[src/hdl/kvt_pkg.sv]
// Package for the keyed value table: action and status codes and the
// request token that walks along the row of cells. No dependencies.
package kvt_pkg;

    localparam logic [1:0] ACT_INSERT   = 2'd0;
    localparam logic [1:0] ACT_UPDATE   = 2'd1;
    localparam logic [1:0] ACT_LOOKUP   = 2'd2;
    localparam logic [1:0] ACT_RESERVED = 2'd3;

    localparam logic [1:0] ST_OK      = 2'd0;
    localparam logic [1:0] ST_PRESENT = 2'd1;
    localparam logic [1:0] ST_UNKNOWN = 2'd2;
    localparam logic [1:0] ST_FULL    = 2'd3;

    typedef struct packed {
        logic               active;
        logic [1:0]         action;
        logic [31:0]        key;
        logic signed [63:0] new_value;
        logic               found;
        logic               placed;
        logic signed [63:0] value;
    } tok_t;

endpackage

[src/hdl/kvt_cell.sv]
// One slot of the keyed value table: valid flag, key and value, and the
// register that hands the request token on to the next cell. Uses kvt_pkg.
module kvt_cell
    import kvt_pkg::*;
(
    input  logic clk,
    input  logic rst_n,
    input  tok_t tok_in,
    output tok_t tok_out
);

    logic               valid_reg;
    logic               valid_next;
    logic [31:0]        key_reg;
    logic [31:0]        key_next;
    logic signed [63:0] value_reg;
    logic signed [63:0] value_next;
    tok_t               tok_reg;
    tok_t               tok_next;

    always_comb
    begin
        tok_next   = tok_in;
        valid_next = valid_reg;
        key_next   = key_reg;
        value_next = value_reg;
        if (tok_in.active && !tok_in.found && !tok_in.placed)
        begin
            if (valid_reg && (key_reg == tok_in.key))
            begin
                tok_next.found = 1'b1;
                case (tok_in.action)
                    ACT_UPDATE: value_next = tok_in.new_value;
                    ACT_LOOKUP: tok_next.value = value_reg;
                    default: ;
                endcase
            end
            else if (!valid_reg && (tok_in.action == ACT_INSERT))
            begin
                // Valid slots always form a prefix, so the first free cell
                // is reached only after every occupied slot has been checked.
                tok_next.placed = 1'b1;
                valid_next      = 1'b1;
                key_next        = tok_in.key;
                value_next      = '0;
            end
        end
    end

    always_ff @(posedge clk or negedge rst_n)
    begin
        if (!rst_n)
        begin
            valid_reg <= 1'b0;
            tok_reg   <= '0;
        end
        else
        begin
            valid_reg <= valid_next;
            tok_reg   <= tok_next;
        end
    end

    always_ff @(posedge clk)
    begin
        key_reg   <= key_next;
        value_reg <= value_next;
    end

    assign tok_out = tok_reg;

endmodule

[config.mk]
export PLATFORM = sky130hd
export DESIGN_NAME = kvt_cell
export DESIGN_NICKNAME = d
export VERILOG_FILES = /design/src/hdl/kvt_pkg.sv /design/src/hdl/kvt_cell.sv
export SDC_FILE = /design/constraint.sdc
export NUM_CORES = 1
export LEC_CHECK = 0
export BUFFER_PORTS_ARGS = -buffer_cell sky130_fd_sc_hd__buf_4
export CAP_MARGIN = 15
export CORE_ASPECT_RATIO = 1.25
export CORE_MARGIN = 3
export CORE_UTILIZATION = 45
export CTS_CLUSTER_SIZE = 25
export DETAILED_ROUTE_END_ITERATION = 12
export GPL_ROUTABILITY_DRIVEN = 0
export PLACE_DENSITY = 0.85
export SLEW_MARGIN = 25
export SYNTH_ARGS = -nofsm -noshare
export SYNTH_HDL_FRONTEND = slang
export SYNTH_SLANG_ARGS = --single-unit
[constraint.sdc]
create_clock -name clk -period 14.92 [get_ports clk]
set_input_delay 2.984 -clock clk [delete_from_list [all_inputs] [get_ports clk]]
set_output_delay 2.984 -clock clk [all_outputs]
set_load 0.05 [all_outputs]
==> out/qor.csv <==
stage,metric,value,unit
run_status,run status,"finished, final reports clean",
routing,final routed wire length divided by cell count,18.3,um
worst_setup_path,required time worst endpoint,15.08,ns
cells_and_area,Total Nets Final,982,
worst_setup_path,cell chain of the critical path,"buf_4, xor2_1, nor4_1, nand4_1, or4b_2, o21ai_4, buf_4",
timing,RSZ-0062 raised after global routing,no,
worst_setup_path,cell at the slowest stage of the critical path,sky130_fd_sc_hd__or4b_2,
worst_setup_path,Reg2Reg Launch Point,key_reg[17],
timing,final number of max-transition violations,0,
clocking,buffer type at the clock tree root,sky130_fd_sc_hd__clkbuf_16,
synthesis,synthesized netlist net count,628,
synthesis,main flop type after synthesis,sky130_fd_sc_hd__dfrtp_1,
timing,Setup TNS,0,ns
power,static leakage,0.00574,uW
worst_setup_path,worst reg2reg path depth,6,
placed_design,DP Wirelength,14600,um
worst_setup_path,CP dominant cell by count,sky130_fd_sc_hd__buf_4,
power,total power,1620,uW
global_route,vias in the first global route,5516,
timing,largest clock skew in the final design,0.0166,ns
worst_setup_path,start-to-end type of the worst setup path,in2reg,
job,Maximum Capacitance Violations,0,
clocking,hold_buf cts,0,
min_path,worst hold stages,1,
global_route,global-route total usage across every layer,0.181,
clocking,CTS Sinks,262,
synthesis,post-synthesis async set-or-reset flop share,0.634,
power,Peak supply drop,0.105,mV
placed_design,Port Buf Inserts,331,
timing,headroom to the max-slew limit,0.375,
synthesis,cell types occupying the most area after synthesis,"sky130_fd_sc_hd__dfrtp_1 (46%), sky130_fd_sc_hd__edfxtp_1 (32%), sky130_fd_sc_hd__mux2_4 (10%)",
min_path,kind of path behind the tightest hold check,reg2reg,
placed_design,instance area at placement,11700,sq um
floorplan,starting density of the core,0.459,
routing,vias per inst,4.61,
synthesis,number of flops mapped to enable cells by yosys,96,
floorplan,area of the die,21600,sq um
routing,post-route ant nets,0,
clocking,maximum clock insertion buffer count,3,
floorplan,die boundary width,132,um
synthesis,cell accounting for the most synthesized area,sky130_fd_sc_hd__dfrtp_1,
clocking,number of H-tree levels,1,
synthesis,post-synth cell types,27,
clocking,later-pin clock latency in the skew report,0.52,ns
routing,routed via count,5061,
floorplan,area of the core,19500,sq um
timing,slew at the pin with the worst max-slew slack,0.937,ns
cells_and_area,fraction of layout instances using a drive strength above 1,0.536,
routing,DRT Wirelength,20100,um
synthesis,most common library cells after synthesis,"sky130_fd_sc_hd__dfrtp_1 (166), sky130_fd_sc_hd__edfxtp_1 (96), sky130_fd_sc_hd__and2_1 (64)",
worst_setup_path,"critical path fanouts, max",32,
worst_setup_path,internal reg-to-reg setup slack,11.56,ns
min_path,startpoint of the worst hold path,value_reg[38],
clocking,PostCTS Resize Cnt,0,
cells_and_area,antenna cells,0,
clocking,number of buffers inserted during clock tree synthesis,25,
global_route,maximum number of pins on one net before global-route repair,94,
worst_setup_path,crit start category,input pin,
synthesis,cell area after synthesis,8930,sq um
timing,number of setup violations in the final report,0,
synthesis,cell with the most instances after synthesis,sky130_fd_sc_hd__dfrtp_1,
clocking,Setup Buffers After CTS,0,
timing,part of the cycle the worst path needs,0.374,
cells_and_area,Final Instance Area,12600,sq um
worst_setup_path,CP peak stage delay,0.77,ns
synthesis,post-synthesis average cell area,19.4,sq um
worst_setup_path,end of the worst register-to-register path,value_reg[32],
synthesis,Ys Warns,0,
global_route,initial antenna violation count,0,
synthesis,gate count of the mapped netlist,461,
global_route,wire length of the first global-routing pass,30500,um
floorplan,die height,164,um
floorplan,total number of placement rows,57,
clocking,clock tree from TritonCTS,built,
timing,Max Freq,0.179,GHz
synthesis,number of storage elements in the synthesis netlist,262,
cells_and_area,Util after Layout,0.649,
worst_setup_path,Crit. End Element,flip-flop,
routing,count of unresolved DRC violations after routing,0,
synthesis,proportion of netlist area held by the largest area contributor,0.465,
cells_and_area,Largest register FFs,165,
global_route,gr ovfl total,0,
cells_and_area,area added between synthesis and finish,41.3,%
synthesis,register area share after synthesis,0.788,
routing,DRT iter0 DRCs,186,
min_path,destination of the worst hold path,tok_out[38],
routing,TritonRoute pass-1 iters,4,
timing,final hold violation count,0,
worst_setup_path,CP Data Arrival Time,5.73,ns
power,power density cells,129,nW/um^2
timing,final critical path time including I/O delays and setup,5.57,ns
clocking,clock-pin transition on the worst setup and hold timing paths,0.06,ns
floorplan,total I/O pin count,332,
[metrics by stage]
stage,cells,hold slack [ns],setup WS [ns]
final,1099,0.475,9.35
after global routing,1099,0.484,9.21
after CTS,1098,0.478,8.84
after detailed placement,1052,0.465,8.31
after global placement,1052,0.458,8.34
after floorplan,461,0.454,5.41
[area by class of cell]
class | count | area (sq um)
timing repair buffer | 339 | 2570
multi-input combinational | 183 | 1810
inverter | 4 | 15.0
tap | 265 | 332
clock inverter | 11 | 159
fill | 1361 | 6840
clock buffer | 35 | 703
sequential | 262 | 7040
[worst max path at each step]
stage	start	endpoint	depth (start not counted)
floorplan	tok_in[143]	value_reg[0]	5
global placement	tok_in[153]	value_reg[39]	7
detailed placement	tok_in[153]	value_reg[39]	7
CTS	tok_in[153]	value_reg[32]	7
global route	tok_in[153]	value_reg[32]	7
finish	tok_in[147]	value_reg[32]	7
[layout by cell type (no fill, tap or decap), types with 2 or more instances in the layout]
cell                        synthesis  final
sky130_fd_sc_hd__mux2_4            60     60
sky130_fd_sc_hd__bufinv_16          0      4
sky130_fd_sc_hd__edfxtp_1          96     96
sky130_fd_sc_hd__inv_1              4      4
sky130_fd_sc_hd__dfrtp_1          166    166
sky130_fd_sc_hd__nor2_1             2      2
sky130_fd_sc_hd__and2_1            64     64
sky130_fd_sc_hd__xor2_1            16     16
sky130_fd_sc_hd__clkbuf_16          0     25
sky130_fd_sc_hd__clkinv_2           0      3
sky130_fd_sc_hd__clkinv_1           0      2
sky130_fd_sc_hd__xnor2_1           13     13
sky130_fd_sc_hd__clkbuf_8           0      4
sky130_fd_sc_hd__clkbuf_1           6      6
sky130_fd_sc_hd__buf_4              0    337
sky130_fd_sc_hd__nor4_1             4      4
sky130_fd_sc_hd__nand2b_1           2      2
sky130_fd_sc_hd__mux2_2             4      4
sky130_fd_sc_hd__nand4_1            3      3
sky130_fd_sc_hd__nand2_1            3      3
[critical path, delay by kind of cell]
kind	cells	cell delay, ns
xor+xnor	1	0.15
compound gates	1	0.45
buf+inv	2	0.60
simple gates	3	1.52
[cells by family (layout without fill, tap and decap cells)]
family	count (synthesis)	after routing	share of synthesized area
AOI/OAI and AO/OA	5	5	0.00434
xor gates and xnor gates	29	29	0.0284
buffers and inverters	16	389	0.0118
and+or+nand+nor	85	85	0.0620
DFF	262	262	0.788
muxes	64	64	0.106
[routing by layer]
metal / track usage / part of all wire / up-vias
met2: 0.324 / 0.53 / 229
met5: 0 / 0 / -
li1: - / - / 2306
met3: 0.0502 / 0.073 / 43
met4: 0.0621 / 0.029 / 0
met1: 0.210 / 0.37 / 2483
[power by group]
part / internal [uW] / switching, uW
sequential: 769 / 7.82
clock: 398 / 254
combinational: 71.8 / 123
(Power assumes the default switching activity.)
